## src/hdl/glh_pkg.sv

```systemverilog
// Shared constants, types and helper functions for the grey level histogram.
package glh_pkg;

    localparam int COUNT_BITS     = 24;
    localparam int NUM_BINS       = 256;
    localparam int BIN_BITS       = $clog2(NUM_BINS);
    localparam int FRAC_BITS      = 16;
    localparam int STEP_BITS      = $clog2(FRAC_BITS);
    localparam int OUT_COUNT_BITS = 24;
    localparam int QUEUE_DEPTH    = 4;
    localparam int QUEUE_AW       = $clog2(QUEUE_DEPTH);

    localparam logic [QUEUE_AW:0]      QUEUE_FULL = (QUEUE_AW + 1)'(QUEUE_DEPTH);
    localparam logic [STEP_BITS-1:0]   STEP_LAST  = STEP_BITS'(FRAC_BITS - 1);
    localparam logic [FRAC_BITS:0]     FRAC_ONE   = (FRAC_BITS + 1)'(1) << FRAC_BITS;
    localparam logic [COUNT_BITS-1:0]  COUNT_MAX  = '1;

    localparam logic [1:0] CMD_COUNT = 2'd0;
    localparam logic [1:0] CMD_READ  = 2'd1;
    localparam logic [1:0] CMD_CLEAR = 2'd2;

    typedef enum logic [1:0] {
        OP_PIXEL,
        OP_READ,
        OP_CLEAR
    } op_t;

    typedef enum logic [1:0] {
        DIV_IDLE,
        DIV_RUN,
        DIV_DONE
    } div_state_t;

    typedef struct packed {
        logic [1:0]          command;
        logic [BIN_BITS-1:0] pixel_value;
        logic [BIN_BITS-1:0] bin_select;
    } item_t;

    typedef struct packed {
        logic [BIN_BITS-1:0]       bin_echo;
        logic [OUT_COUNT_BITS-1:0] bin_count;
        logic [FRAC_BITS:0]        bin_fraction;
        logic                      no_pixels;
    } result_t;

    typedef struct packed {
        op_t                 op;
        logic [BIN_BITS-1:0] addr;
    } queue_item_t;

    typedef struct packed {
        logic [COUNT_BITS-1:0] count;
        logic [COUNT_BITS-1:0] total;
        logic [BIN_BITS-1:0]   bin;
    } div_req_t;

    function automatic logic [COUNT_BITS-1:0] sat_inc(input logic [COUNT_BITS-1:0] v);
        return (v == COUNT_MAX) ? v : v + 1'b1;
    endfunction

    function automatic logic [OUT_COUNT_BITS-1:0] count_to_out(
        input logic [COUNT_BITS-1:0] c
    );
        logic [COUNT_BITS+OUT_COUNT_BITS-1:0] wide;
        wide = {{OUT_COUNT_BITS{1'b0}}, c};
        return wide[OUT_COUNT_BITS-1:0];
    endfunction

endpackage

```

## src/hdl/glh_front.sv

```systemverilog
// Front end: accepts input beats, classifies the command and queues the operation.
module glh_front (
    input  logic                 clk,
    input  logic                 rst_n,
    input  logic                 item_valid,
    input  glh_pkg::item_t       item,
    output logic                 item_stall,
    output logic                 q_valid,
    output glh_pkg::queue_item_t q_item,
    input  logic                 q_pop
);

    glh_pkg::queue_item_t              fifo_reg [glh_pkg::QUEUE_DEPTH];
    glh_pkg::queue_item_t              cls;
    logic                              push_ok;
    logic                              push;
    logic [glh_pkg::QUEUE_AW-1:0]      wr_ptr_reg, wr_ptr_next;
    logic [glh_pkg::QUEUE_AW-1:0]      rd_ptr_reg, rd_ptr_next;
    logic [glh_pkg::QUEUE_AW:0]        cnt_reg, cnt_next;

    always_comb
    begin
        push_ok = 1'b0;
        cls.op = glh_pkg::OP_PIXEL;
        cls.addr = item.pixel_value;
        case (item.command)
            glh_pkg::CMD_COUNT:
            begin
                push_ok = 1'b1;
            end
            glh_pkg::CMD_READ:
            begin
                push_ok = 1'b1;
                cls.op = glh_pkg::OP_READ;
                cls.addr = item.bin_select;
            end
            glh_pkg::CMD_CLEAR:
            begin
                push_ok = 1'b1;
                cls.op = glh_pkg::OP_CLEAR;
            end
            default:
            begin
                push_ok = 1'b0;
            end
        endcase
    end

    assign item_stall = (cnt_reg == glh_pkg::QUEUE_FULL);
    assign push       = item_valid && !item_stall && push_ok;
    assign q_valid    = (cnt_reg != '0);
    assign q_item     = fifo_reg[rd_ptr_reg];

    always_comb
    begin
        wr_ptr_next = push ? wr_ptr_reg + 1'b1 : wr_ptr_reg;
        rd_ptr_next = q_pop ? rd_ptr_reg + 1'b1 : rd_ptr_reg;
        cnt_next = cnt_reg;
        if (push && !q_pop)
        begin
            cnt_next = cnt_reg + 1'b1;
        end
        else if (q_pop && !push)
        begin
            cnt_next = cnt_reg - 1'b1;
        end
    end

    always_ff @(posedge clk or negedge rst_n)
    begin
        if (!rst_n)
        begin
            wr_ptr_reg <= '0;
            rd_ptr_reg <= '0;
            cnt_reg <= '0;
        end
        else
        begin
            wr_ptr_reg <= wr_ptr_next;
            rd_ptr_reg <= rd_ptr_next;
            cnt_reg <= cnt_next;
        end
    end

    always_ff @(posedge clk)
    begin
        if (push)
        begin
            fifo_reg[wr_ptr_reg] <= cls;
        end
    end

    a_queue_bound: assert property (@(posedge clk) disable iff (!rst_n)
        cnt_reg <= glh_pkg::QUEUE_FULL)
        else $error("Queue fill count exceeds its depth.");

    a_no_pop_empty: assert property (@(posedge clk) disable iff (!rst_n)
        q_pop |-> q_valid)
        else $error("Back end popped an empty queue.");

endmodule

```

## config.mk

```make
export PLATFORM = sky130hd
export DESIGN_NAME = glh_front
export DESIGN_NICKNAME = d
export VERILOG_FILES = /design/src/hdl/glh_pkg.sv /design/src/hdl/glh_front.sv
export SDC_FILE = /design/constraint.sdc
export NUM_CORES = 1
export LEC_CHECK = 0
export BUFFER_PORTS_ARGS = -buffer_cell sky130_fd_sc_hd__buf_2
export CORE_MARGIN = 2
export CORE_UTILIZATION = 25
export DETAILED_ROUTE_END_ITERATION = 10
export HOLD_SLACK_MARGIN = 0.02
export RECOVER_POWER = 100
export SETUP_SLACK_MARGIN = 0.02
export SLEW_MARGIN = 20
export SYNTH_ARGS = -nofsm -noshare
export SYNTH_HDL_FRONTEND = slang
export SYNTH_SLANG_ARGS = --single-unit
```

## constraint.sdc

```tcl
create_clock -name clk -period 4.6 [get_ports clk]
set_input_delay 0.46 -clock clk [delete_from_list [all_inputs] [get_ports clk]]
set_output_delay 0.46 -clock clk [all_outputs]
set_load 0.05 [all_outputs]
```

# --- After elaboration in Yosys (flattened, before gate mapping) ---
# Memory sizes are Yosys's and may differ from the RTL's.
# Index checks and enable logic that the tools add are counted.
# W data, S select, Z words.
totals:
  memories: 1
  register_bits: 7
  inputBits: 22
  wordCells: 29
  out_inout_bits: 12
  mem_bits_rw: 40
op_classes:
  eq_ne: 3
  add_sub_neg: 4
  mux: 7
  n_reduce_logical: 11
memory_table:
  columns: ["memory", "depth", "width", "rd", "rd_clocked_by_memory_dff", "write_ports", "line_no", "rtl"]
  rows:
  - ["fifo_reg", 4, 10, 1, 0, 1, "glh_front.sv:13", "glh_pkg::queue_item_t fifo_reg [glh_pkg::QUEUE_DEPTH];"]
op_table:
  columns: ["cell", "n"]
  rows:
  - ["$mux W8", 1]
  - ["$mux W3", 2]
  - ["$add A2 B1 Y2 const B", 2]
  - ["$logic_and A1 B1 Y1", 4]
  - ["$pmux W2 S2", 1]
  - ["$add A3 B1 Y3 const B", 1]
  - ["$eq A3 B3 Y1 const B", 1]
  - ["$logic_not A1 Y1", 3]
  - ["$mux W1", 3]
  - ["$reduce_bool A3 Y1", 1]
  - ["$reduce_or A3 Y1", 1]
  - ["$sub A3 B1 Y3 const B", 1]
  - ["$eq A2 B1 Y1 const B", 1]
  - ["$eq A2 B2 Y1 const B", 1]
  - ["$logic_not A2 Y1", 1]
  - ["$reduce_bool A2 Y1", 1]

# --- Depth between registers and ports, before layout ---
logic_depth:
  depth_word: 8
  ltp_mapped: 8
  mapped_depth_nobuf: 8

# --- Worst setup path before layout ---
# OpenSTA, ideal clock, no wires.
synth_timing:
  path_type: "reg2reg"
  start: "reg cnt_reg[1] in the netlist's numbering"
  end: "reg cnt_reg[1] in the netlist's numbering"
  slack_ps: 2403
  arrival_time_ps: 2072
  setup_time_ps: 125
  t_required_ps: 4475
  path_stages_with_launch: 7
  synth_period_minus_slack_ps: 2197
  n_path_buf: 0
  path_cell_list: "dfrtp_1 nor3b_4 a211oi_4 ha_1 inv_1 fa_1 mux2_2"
synth_via:
  word_cells_on_any_way: 12
  classes_between: "add/sub: 2; eq/ne: 1; mux: 2; reduce/logical: 7"
synth_lines:
  columns: ["item", "line_no", "rtl"]
  rows:
  - ["from (decl)", "glh_front.sv:19", "logic [glh_pkg::QUEUE_AW:0] cnt_reg, cnt_next;"]
  - ["from (signal assigned)", "glh_front.sv:81", "cnt_reg <= cnt_next;"]
  - ["$eq A3 B3 Y1", "glh_front.sv:49", "assign item_stall = (cnt_reg == glh_pkg::QUEUE_FULL);"]
  - ["via item_stall", "glh_front.sv:7", "output logic item_stall,"]
  - ["$logic_not A1 Y1", "glh_front.sv:50", "assign push = item_valid && !item_stall && push_ok;"]
  - ["$logic_and A1 B1 Y1 (2 in a row)", "glh_front.sv:50", null]
  - ["via push", "glh_front.sv:16", "logic push;"]
  - ["$logic_and A1 B1 Y1", "glh_front.sv:59", "if (push && !q_pop)"]
  - ["$mux W3", "glh_front.sv:59", null]
  - ["via cnt_next, one bit", "glh_front.sv:19", null]
# The timed path passes the listed nets, and every way through them passes these cells. The select of a mux whose other input is x is not followed.
# A chain may end at the register's enable or synchronous reset.

==> results.toml <==
[hold_path]
min_path_type = "in2reg"

[worst_setup_path]
cp-end-kind = "output pin"
critPathRequiredTime_ns = 4.14
cp.arrival_ns = 2.07
cp_max_fo = 12
regToRegSetupSlack_ns = 2.08
cp-start-kind = "register"
critical_path_class = "reg2out"

[global_route]
antenna_found_initial = 0
grt_pass1_wl_um = 5120
grt_pass1_vias = 969
gr-total-overflow = 0
grt_max_degree = 15
gr-usage-all-layers = 0.0804

[clock_network]
root_buffer = "clkbuf_8"
insertion_delay_ns = 0.29
clockBufferDepth = 2
path_clk_slew_ns = 0.08
cts_tree = "yes"
numCtsBuffers = 5
htreeDepth = 2
cts_sinks = 47

[place]
place_congestion = 0.665
io_buffers = 33

[final_layout]
layout.nets = 164
final_util = 0.303
layout_common_cells = "edfxtp_1 (40), buf_2 (18), clkbuf_1 (15), mux4_2 (10), mux2_1 (8)"
drive_gt1_frac = 0.277
area.growth.synth_to_final_pct = 17.5
regArea_um2 = 1380
largest_register_ffs = 40
multi_input_comb_area_um2 = 544
final_common_cell = "edfxtp_1"
fill_cells = 796
antenna_cells = 0

[floorplan]
num_rows = 32
die_w_um = 93.1
die_h_um = 93.1
ios = 34
core_area_um2 = 7690
initial_utilization = 0.258
die_area_um2 = 8660

[sta]
rsz0062_at_grt = "false"
setup_viol = 0
finalSetupTns_ns = 0
hold_viol_final = 0
fin_worst_skew_ns = 0.00548
fmax_mhz = 396
worstMarginPinSlew_ns = 1.04
slew-limit-headroom = 0.304
slew_violations = 0
fin_crit_sh = 0.550
min_period_ns = 2.53

[route]
route.detailed.drc = 0
vias = 968
viasPerCell = 4.05
dr.pass1.iters = 6
totalWireLength_um = 3430
wl_per_cell_um = 14.3
ant_nets = 0
drt_iter0_markers = 49

[synth]
synth_fp_nets = 126
seq_area_frac_synth = 0.694
yosys_warnings = 0
netlist_instances = 98
mappedNetlistArea_um2 = 1980
synth_seq_cells = 47
syn_area_per_cell_um2 = 20.2
synth_cell_types = 20

[power_and_ir_drop]
ir_worst_vdd_v = 0.000300
p_per_area_nw_per_um2 = 631
p_leak_nw = 0.813

[status]
status = "complete, no violations"

[flow_run]
maxCapViolations = 0
[layout make-up]
type | count | area share
clock buffers | 5 | 0.0295
clock inverters | 3 | 0.0166
well taps | 102 | 0.0548
repair buffers | 34 | 0.0671
flip-flops and latches | 47 | 0.590
multi-input cells | 43 | 0.233
inverters | 5 | 0.00805
[logic make-up (layout without fill, tap and decap cells)]
kind of cell	Yosys count	count (layout)	synth area share
flip-flops	47	47	0.694
multiplexers	20	20	0.172
AND/OR/NAND/NOR	10	10	0.0372
buffers and inverters	8	47	0.0183
adder cells (fa/ha/maj)	6	6	0.0416
XOR/XNOR	6	6	0.0265
AO/OA/AOI/OAI	1	1	0.0101
[path summary, 6_finish.rpt]
kind | start | to | cells past startpoint
min reg2reg | cnt_reg[2] | cnt_reg[2] | 1
max reg2reg | cnt_reg[2] | cnt_reg[2] | 8
min | q_pop | rd_ptr_reg[0] | 2
min in group asynchronous | rst_n | rd_ptr_reg[1] | 2
max | rd_ptr_reg[0] | q_item[6] | 2
max in group asynchronous | rst_n | wr_ptr_reg[0] | 2
[cells in the mapped netlist]
cell / number / area (um^2)
a211oi_4: 1 / 20.0
and2_1: 2 / 12.5
and2_2: 2 / 15.0
buf_2: 2 / 10.0
buf_4: 1 / 7.51
dfrtp_1: 7 / 175
edfxtp_1: 40 / 1200
fa_1: 1 / 20.0
ha_1: 5 / 62.6
inv_1: 5 / 18.8
mux2_2: 9 / 101
mux2_4: 1 / 15.0
mux4_2: 10 / 225
nand2_1: 1 / 3.75
nor2_1: 1 / 3.75
nor2b_1: 2 / 12.5
nor3b_4: 1 / 18.8
or3_2: 1 / 7.51
xnor2_1: 3 / 26.3
xor2_1: 3 / 26.3
[layer usage]
layer	track usage	vias to the layer above	share of wire
met2	0.141	27	0.52
met1	0.0979	489	0.43
met4	0.0184	0	0.0055
li1	-	450	-
met3	0.0234	2	0.038
met5	0	-	0
[per-stage QoR]
step	instance area (um^2)	cells	hold WS, ns	setup slack, ns	total power [W]
floorplan	1980	98	0.164	2.40	0.00111
global placement	2260	230	0.310	2.41	0.00124
detailed placement	2260	230	0.307	2.39	0.00124
CTS	2380	239	0.383	2.08	0.00153
global route	2330	239	0.382	1.91	0.00155
finish	2330	239	0.387	2.07	0.00147
[worst max-delay path, cell delays in order (launching register included)]
cell and delay, ns:
dfrtp_1 0.84, mux4_2 0.61, clkbuf_1 0.32
[power breakdown]
| part | leakage [nW] | switching (W) | internal (W) |
|---|---|---|---|
| Sequential | 0.448 | 0.0000884 | 0.000559 |
| Clock | 0.0556 | 0.000129 | 0.000159 |
| Combinational | 0.310 | 0.000356 | 0.000179 |
[what timing repair did]
action,4_1_cts,5_1_grt
hold endpoints to repair,7,0
gates resized for setup,0,0
setup buffers,0,0
hold buffers,1,0
Power figures use the tool's default switching activity.
