## config.mk

```make
export PLATFORM = sky130hd
export DESIGN_NAME = glh_div
export DESIGN_NICKNAME = d
export VERILOG_FILES = /design/src/hdl/glh_pkg.sv /design/src/hdl/glh_div.sv
export SDC_FILE = /design/constraint.sdc
export NUM_CORES = 1
export LEC_CHECK = 0
export BUFFER_PORTS_ARGS = -buffer_cell sky130_fd_sc_hd__buf_2
export CAP_MARGIN = 20
export CELL_PAD_IN_SITES_DETAIL_PLACEMENT = 0
export CELL_PAD_IN_SITES_GLOBAL_PLACEMENT = 1
export CORE_MARGIN = 3
export CORE_UTILIZATION = 25
export CTS_CLUSTER_SIZE = 12
export DETAILED_ROUTE_END_ITERATION = 10
export PLACE_DENSITY_LB_ADDON = 0.1
export SKIP_CTS_REPAIR_TIMING = 1
export SLEW_MARGIN = 25
export SYNTH_ARGS = -nofsm -noshare
export SYNTH_HDL_FRONTEND = slang
export SYNTH_SLANG_ARGS = --single-unit
```

## constraint.sdc

```tcl
create_clock -name clk -period 5.2 [get_ports clk]
set_clock_uncertainty 0.2 [all_clocks]
set_input_delay 0 -clock clk [delete_from_list [all_inputs] [get_ports clk]]
set_output_delay 0 -clock clk [all_outputs]
set_load 0.03 [all_outputs]
```

## src/hdl/glh_pkg.sv

```systemverilog
// Shared constants, types and helper functions for the grey level histogram.
package glh_pkg;

    localparam int COUNT_BITS     = 24;
    localparam int NUM_BINS       = 256;
    localparam int BIN_BITS       = $clog2(NUM_BINS);
    localparam int FRAC_BITS      = 16;
    localparam int STEP_BITS      = $clog2(FRAC_BITS);
    localparam int OUT_COUNT_BITS = 24;
    localparam int QUEUE_DEPTH    = 4;
    localparam int QUEUE_AW       = $clog2(QUEUE_DEPTH);

    localparam logic [QUEUE_AW:0]      QUEUE_FULL = (QUEUE_AW + 1)'(QUEUE_DEPTH);
    localparam logic [STEP_BITS-1:0]   STEP_LAST  = STEP_BITS'(FRAC_BITS - 1);
    localparam logic [FRAC_BITS:0]     FRAC_ONE   = (FRAC_BITS + 1)'(1) << FRAC_BITS;
    localparam logic [COUNT_BITS-1:0]  COUNT_MAX  = '1;

    localparam logic [1:0] CMD_COUNT = 2'd0;
    localparam logic [1:0] CMD_READ  = 2'd1;
    localparam logic [1:0] CMD_CLEAR = 2'd2;

    typedef enum logic [1:0] {
        OP_PIXEL,
        OP_READ,
        OP_CLEAR
    } op_t;

    typedef enum logic [1:0] {
        DIV_IDLE,
        DIV_RUN,
        DIV_DONE
    } div_state_t;

    typedef struct packed {
        logic [1:0]          command;
        logic [BIN_BITS-1:0] pixel_value;
        logic [BIN_BITS-1:0] bin_select;
    } item_t;

    typedef struct packed {
        logic [BIN_BITS-1:0]       bin_echo;
        logic [OUT_COUNT_BITS-1:0] bin_count;
        logic [FRAC_BITS:0]        bin_fraction;
        logic                      no_pixels;
    } result_t;

    typedef struct packed {
        op_t                 op;
        logic [BIN_BITS-1:0] addr;
    } queue_item_t;

    typedef struct packed {
        logic [COUNT_BITS-1:0] count;
        logic [COUNT_BITS-1:0] total;
        logic [BIN_BITS-1:0]   bin;
    } div_req_t;

    function automatic logic [COUNT_BITS-1:0] sat_inc(input logic [COUNT_BITS-1:0] v);
        return (v == COUNT_MAX) ? v : v + 1'b1;
    endfunction

    function automatic logic [OUT_COUNT_BITS-1:0] count_to_out(
        input logic [COUNT_BITS-1:0] c
    );
        logic [COUNT_BITS+OUT_COUNT_BITS-1:0] wide;
        wide = {{OUT_COUNT_BITS{1'b0}}, c};
        return wide[OUT_COUNT_BITS-1:0];
    endfunction

endpackage

```

## src/hdl/glh_div.sv

```systemverilog
// Bit-serial divider that turns a bin count and the total into a 16-bit fraction.
module glh_div (
    input  logic              clk,
    input  logic              rst_n,
    input  logic              start,
    input  glh_pkg::div_req_t req,
    output logic              idle,
    output logic              done,
    input  logic              take,
    output glh_pkg::result_t  result
);

    glh_pkg::div_state_t               state_reg, state_next;
    logic [glh_pkg::STEP_BITS-1:0]     step_reg, step_next;
    logic [glh_pkg::COUNT_BITS-1:0]    rem_reg;
    logic [glh_pkg::COUNT_BITS-1:0]    den_reg;
    logic [glh_pkg::COUNT_BITS-1:0]    cnt_reg;
    logic [glh_pkg::FRAC_BITS-1:0]     quo_reg;
    logic                              int_reg;
    logic                              empty_reg;
    logic [glh_pkg::BIN_BITS-1:0]      bin_reg;
    logic [glh_pkg::COUNT_BITS:0]      shifted;
    logic [glh_pkg::COUNT_BITS:0]      diff;
    logic                              ge;
    logic                              int_bit;
    logic                              is_run;

    always_comb
    begin
        state_next = state_reg;
        case (state_reg)
            glh_pkg::DIV_IDLE:
            begin
                if (start)
                begin
                    state_next = (req.total == '0) ? glh_pkg::DIV_DONE : glh_pkg::DIV_RUN;
                end
            end
            glh_pkg::DIV_RUN:
            begin
                if (step_reg == glh_pkg::STEP_LAST)
                begin
                    state_next = glh_pkg::DIV_DONE;
                end
            end
            glh_pkg::DIV_DONE:
            begin
                if (take)
                begin
                    state_next = glh_pkg::DIV_IDLE;
                end
            end
            default:
            begin
                state_next = glh_pkg::DIV_IDLE;
            end
        endcase
    end

    always_comb
    begin
        idle = 1'b0;
        done = 1'b0;
        is_run = 1'b0;
        case (state_reg)
            glh_pkg::DIV_IDLE:
            begin
                idle = 1'b1;
            end
            glh_pkg::DIV_RUN:
            begin
                is_run = 1'b1;
            end
            glh_pkg::DIV_DONE:
            begin
                done = 1'b1;
            end
            default:
            begin
                idle = 1'b0;
            end
        endcase
    end

    assign shifted = {rem_reg, 1'b0};
    assign diff    = shifted - {1'b0, den_reg};
    assign ge      = !diff[glh_pkg::COUNT_BITS];
    assign int_bit = (req.count >= req.total);
    assign step_next = is_run ? step_reg + 1'b1 : '0;

    always_ff @(posedge clk or negedge rst_n)
    begin
        if (!rst_n)
        begin
            state_reg <= glh_pkg::DIV_IDLE;
            step_reg <= '0;
        end
        else
        begin
            state_reg <= state_next;
            step_reg <= step_next;
        end
    end

    always_ff @(posedge clk)
    begin
        if (idle && start)
        begin
            den_reg <= req.total;
            cnt_reg <= req.count;
            bin_reg <= req.bin;
            quo_reg <= '0;
            empty_reg <= (req.total == '0);
            int_reg <= (req.total != '0) && int_bit;
            rem_reg <= int_bit ? req.count - req.total : req.count;
        end
        else if (is_run)
        begin
            quo_reg <= {quo_reg[glh_pkg::FRAC_BITS-2:0], ge};
            rem_reg <= ge ? diff[glh_pkg::COUNT_BITS-1:0] : shifted[glh_pkg::COUNT_BITS-1:0];
        end
    end

    assign result.bin_echo     = bin_reg;
    assign result.bin_count    = glh_pkg::count_to_out(cnt_reg);
    assign result.bin_fraction = int_reg ? glh_pkg::FRAC_ONE : {1'b0, quo_reg};
    assign result.no_pixels    = empty_reg;

    a_den_nonzero: assert property (@(posedge clk) disable iff (!rst_n)
        (state_reg == glh_pkg::DIV_RUN) |-> (den_reg != '0))
        else $error("Divider runs with a zero pixel total.");

    a_rem_below: assert property (@(posedge clk) disable iff (!rst_n)
        ((state_reg == glh_pkg::DIV_RUN) && !int_reg) |-> (rem_reg < den_reg))
        else $error("Divider remainder is not below the pixel total.");

endmodule

```

[Word level (Yosys, flattened, before mapping)]
Index checks and enable logic that the tools add are counted.
Storage, ports and cells
  flip-flop bits (word level): 104
  input port bits: 60
  output and inout bits: 52
  word-level logic and storage cells: 41
Cells by class
  add/subtract/negate cells: 3
  order comparisons: 1
  equal/unequal tests: 6
  muxes and demuxes: 14
  reduce and logical (&&, ||, !) cells: 8
Operator list (count)
  $mux W24: 4
  $sub A25 B24 Y25: 1
  $ge A24 B24 Y1: 1
  $logic_not A24 Y1: 1
  $reduce_bool A24 Y1: 1
  $sub A24 B24 Y24: 1
  $mux W17: 1
  $mux W2: 4
  $ne A2 B2 Y1 const B: 3
  $pmux W2 S3: 1
  $add A4 B1 Y4 const B: 1
  $eq A4 B4 Y1 const B: 1
  $mux W4: 1
  $mux W1: 3
  $reduce_and A3 Y1: 1
  $eq A2 B1 Y1 const B: 1
  $eq A2 B2 Y1 const B: 1
  $logic_and A1 B1 Y1: 2
  $logic_not A2 Y1: 1
  $reduce_bool A2 Y1: 1
  $logic_not A1 Y1: 1

[Logic depth before layout (Yosys ltp)]
  word-level depth: 4
  mapped depth: 13
  depth with buffers taken out: 11

[Least setup slack after synthesis]
No wires, ideal clock.
  path kind: register -> register
  start: register state_reg[0]
  end: register bin_reg[0] in the netlist's numbering (enable)
  setup time: 0.445 ns
  data arrival time: 2.734 ns
  required time: 4.555 ns
  slack: 1.821 ns
  cell stages (with the launch flop): 5
  buffers on the path: 1
  clock period less this slack: 3.379 ns
  path through: dfrtp_1 nand2b_1 or2_2 clkinv_1 clkbuf_1
Between the ends
  longest elaborated chain between the ends: 3
Ends and longest elaborated chain
  start: declaration: RTL line glh_div.sv:13  | glh_pkg::div_state_t state_reg, state_next;
  start signal: assignment: RTL line glh_div.sv:95  | state_reg <= glh_pkg::DIV_IDLE;
  start signal: assignment: RTL line glh_div.sv:100  | state_reg <= state_next;
  $logic_not A2 Y1: RTL line glh_div.sv:65  | case (state_reg)
  $mux W1: RTL line glh_div.sv:65
  $logic_and A1 B1 Y1: RTL line glh_div.sv:107  | if (idle && start)
  end signal: assignment: RTL line glh_div.sv:111  | bin_reg <= req.bin;
  end: declaration: RTL line glh_div.sv:21  | logic [glh_pkg::BIN_BITS-1:0] bin_reg;
No other way between the ends.
A chain may end at the register's enable or synchronous reset.

[Worst setup path after layout]
  start: input port req[8] in the netlist's numbering
  end: register rem_reg[14] in the netlist's numbering (data pin)
Between the ends
  longest elaborated chain between the ends: 3
  elaborated cells between the ends (all ways): 4
  those cells by class: add/sub (1); order compare (1); mux (2)
Ends and longest elaborated chain
  start: declaration: RTL line glh_div.sv:6  | input glh_pkg::div_req_t req,
  $sub A24 B24 Y24 / $ge A24 B24 Y1 (equally long branches): RTL line glh_div.sv:115, glh_div.sv:88
  $mux W24 (*): RTL line glh_div.sv:115  | rem_reg <= int_bit ? req.count - req.total : req.count;
  $mux W24 (*): RTL line glh_div.sv:107
  end signal: assignment: RTL line glh_div.sv:115
  end signal: assignment: RTL line glh_div.sv:120  | rem_reg <= ge ? diff[glh_pkg::COUNT_BITS-1:0] : shifted[glh_pkg::COUNT_BITS-1:0];
  end: declaration: RTL line glh_div.sv:15  | logic [glh_pkg::COUNT_BITS-1:0] rem_reg;
Mark *: on every way between the ends. The rest lies on a longest branch, timed or not.

==> flow_metrics.env <==
export IMPL_tritoncts_clock_tree="done"
export IMPL_clockRootBuffer="clkbuf_16"
export IMPL_synthDominantAreaCellType="edfxtp_1"
export IMPL_cts_path_max_buffers=2
export IMPL_timing_final_hold_violations=0
export IMPL_cell_with_the_most_instances_after_synthesis="edfxtp_1"
export IMPL_most_common_flop_cell_mapped_by_yosys="edfxtp_1"
export IMPL_max_stage_delay_ns=0.52
export IMPL_rows=60
export IMPL_avgViaCountPerCell=4.65
export IMPL_syn_inst=697
export IMPL_maximum_number_of_pins_on_one_net_before_global_route_repair=53
export IMPL_grt_pass1_wl_um=32100
export IMPL_drv_slew=0
export IMPL_drt_pass1_iter_count=4
export IMPL_max_slew_worst_pin_slew_ns=0.816
export IMPL_io_pins=112
export IMPL_place_detailed_hpwl_um=15700
export IMPL_gp_routability_congestion=0.785
export IMPL_setup_worst_path_end_class="flop"
export IMPL_cp_num_buf_inv=4
export IMPL_grt_setup_unrepaired="no"
export IMPL_min_period_ns=4.12
export IMPL_wl_per_cell_um=16.8
export IMPL_synth_top_cells_by_area="edfxtp_1 35%, ha_1 8.7%, mux2i_1 6.8%"
export IMPL_routed_wl_um=20900
export IMPL_drtIter0Drc=303
export IMPL_design_final_nets=978
export IMPL_clock_fmax_ghz=0.243
export IMPL_ys_warn_count=0
export IMPL_first_global_vias=5628
export IMPL_p_per_area_mw_per_mm2=516
export IMPL_synth_commonest_cells="82 x edfxtp_1, 64 x inv_1, 57 x nand2_1"
export IMPL_worst_setup_hold_path_clk_slew_ns=0.07
export IMPL_min_delay_path_class="in -> reg"
export IMPL_timing_critical_path_from_type="primary input"
export IMPL_htree_num_levels=3
export IMPL_final_core_utilization_pct=32.5
export IMPL_timing_setup_critical_path_class="in -> reg"
export IMPL_timing_critical_path_cells="dlygate4sd3_1 > buf_2 > ha_1 > fa_1 > nor2b_1 > o31ai_4 > a211oi_2 > o31ai_4 > a31oi_2 > buf_4 > or2_1 > buf_4 > mux2i_1 > mux2i_1"
export IMPL_grt_residual_overflow=0
export IMPL_post_synthesis_cell_type_count=69
export IMPL_r2r_setup_slack_ns=1.58
export IMPL_antenna_found_initial=0
export IMPL_synth_edff_count=82
export IMPL_critical_path_top_delay_family="buffers and inverters"
export IMPL_max_cap_violations=0
export IMPL_coreArea_mm2=0.0271
export IMPL_multiInputGateArea_mm2=0.00365
export IMPL_post_synth_instance_area_mm2=0.00694
export IMPL_final_period_utilization_pct=79.3
export IMPL_global_routing_usage_summed_across_all_routing_layers_pct=13.5
export IMPL_layout_area_seq_mm2=0.00293
export IMPL_floorplan_initialDensity_pct=25.6
export IMPL_cts_buffers_inserted=9
export IMPL_worst_slew_margin_relative_to_its_limit_pct=45.6
export IMPL_io_buffer_count=111
export IMPL_share_of_the_synthesized_area_in_the_top_cell_type_pct=35.5
export IMPL_worstPathArrival_ns=4.01
export IMPL_average_cell_area_after_synthesis_um2=9.95
export IMPL_die_h_um=173
export IMPL_final_layout_size_suffix_gt1_share_pct=18.3
export IMPL_syn_to_final_growth_pct=26.9
export IMPL_ys_seq_area_share_pct=42.3
export IMPL_run_status="finished clean"
export IMPL_syn_nets=807
export IMPL_vdd_ir_drop_worst_mv=0.179
export IMPL_setup_total_negative_slack_ns=0
export IMPL_setup_viol_count_final=0
export IMPL_asyncSetResetFlopFracSynth_pct=5.77
export IMPL_antennaDiodeCount=0
export IMPL_cts_sink_count=104
export IMPL_total_leakage_power_nw=3.69
export IMPL_worst_ep_required_time_ns=5.09
export IMPL_critical_path_slowest_cell="dlygate4sd3_1"
export IMPL_postSynthRegisterBits=104
export IMPL_hold_worst_slack_ns=0.157
export IMPL_routed_via_count=5791
export IMPL_clock_latency_ns=0.36
export IMPL_die_width_um=173
export IMPL_fp_dieArea_mm2=0.0298
export IMPL_highest_fanout_seen_on_the_critical_path=16
export IMPL_fillCellCount=2865
export IMPL_drt_antenna_violating_nets=0
export IMPL_post_route_drc_count=0
[area by class of cell]
class / count / area share [%]
clock inverter: 6 / 0.569
timing repair buffer: 181 / 14.0
clock buffer: 10 / 2.60
inverter: 65 / 2.79
sequential: 104 / 33.3
tap: 372 / 5.29
multi-input combinational: 507 / 41.4
[path summary, 6_finish.rpt]
path	from	end	cells past startpoint
setup / recovery	req[8]	rem_reg[14]	14
hold / removal	req[0]	bin_reg[0]	2
setup reg to reg	den_reg[0]	rem_reg[1]	10
hold reg to reg	quo_reg[15]	quo_reg[15]	2
max in group asynchronous	rst_n	state_reg[0]	3
min in group asynchronous	rst_n	step_reg[1]	3
[logic make-up after synthesis]
group | count (synthesis) | synth area share, %
simple gates | 201 | 14.8
xor+xnor | 29 | 3.66
flops | 104 | 42.3
fa+ha+maj | 50 | 9.23
compound gates | 178 | 17.8
mux | 49 | 7.11
buf+inv | 86 | 5.16
[stage by stage]
step	setup slack, ns	total power [mW]	std cells	cell area (um^2)
4_1_cts	1.54	4.58	1184	8190
2_1_floorplan	1.82	3.28	697	6940
3_3_place_gp	1.20	3.85	1168	7910
5_1_grt	0.788	4.92	1245	8800
6_report	1.08	4.54	1245	8800
3_5_place_dp	1.21	3.87	1168	7910
[power by group]
part | switching, mW | total (mW) | leakage, nW | internal (mW)
Sequential | 0.131 | 1.41 | 0.980 | 1.27
Clock | 0.333 | 0.666 | 0.137 | 0.333
Combinational | 1.45 | 2.47 | 2.58 | 1.02
[metal layers]
layer	wire [um]	track usage, %
met1	10600	19.3
met5	0	0
met4	336	3.72
met3	502	2.02
met2	9510	21.3
[cells in the final DEF, fill, tap and decap left out, types with 6 or more instances in the layout]
master / netlist / layout
a21oi_1: 54 / 54
nand2b_1: 10 / 10
edfxtp_1: 82 / 82
a31oi_1: 13 / 13
clkbuf_16: 0 / 9
or2_2: 7 / 7
a21o_1: 7 / 7
nand2_1: 57 / 57
dfxtp_1: 16 / 16
nor2_1: 35 / 35
nor3b_1: 6 / 6
nand4_1: 6 / 6
o21ai_0: 30 / 30
a211oi_1: 7 / 7
nand3_1: 13 / 13
dlygate4sd3_1: 0 / 61
xor2_1: 11 / 11
buf_4: 2 / 9
nor4_1: 9 / 9
mux2i_1: 47 / 47
buf_2: 4 / 111
o21a_1: 11 / 11
nor3_1: 11 / 11
inv_1: 64 / 64
xnor2_1: 18 / 18
a211o_1: 6 / 6
ha_1: 48 / 48
nor2b_1: 27 / 27
dfrtp_1: 6 / 6
No activity file was read; power rests on OpenSTA's default activity.
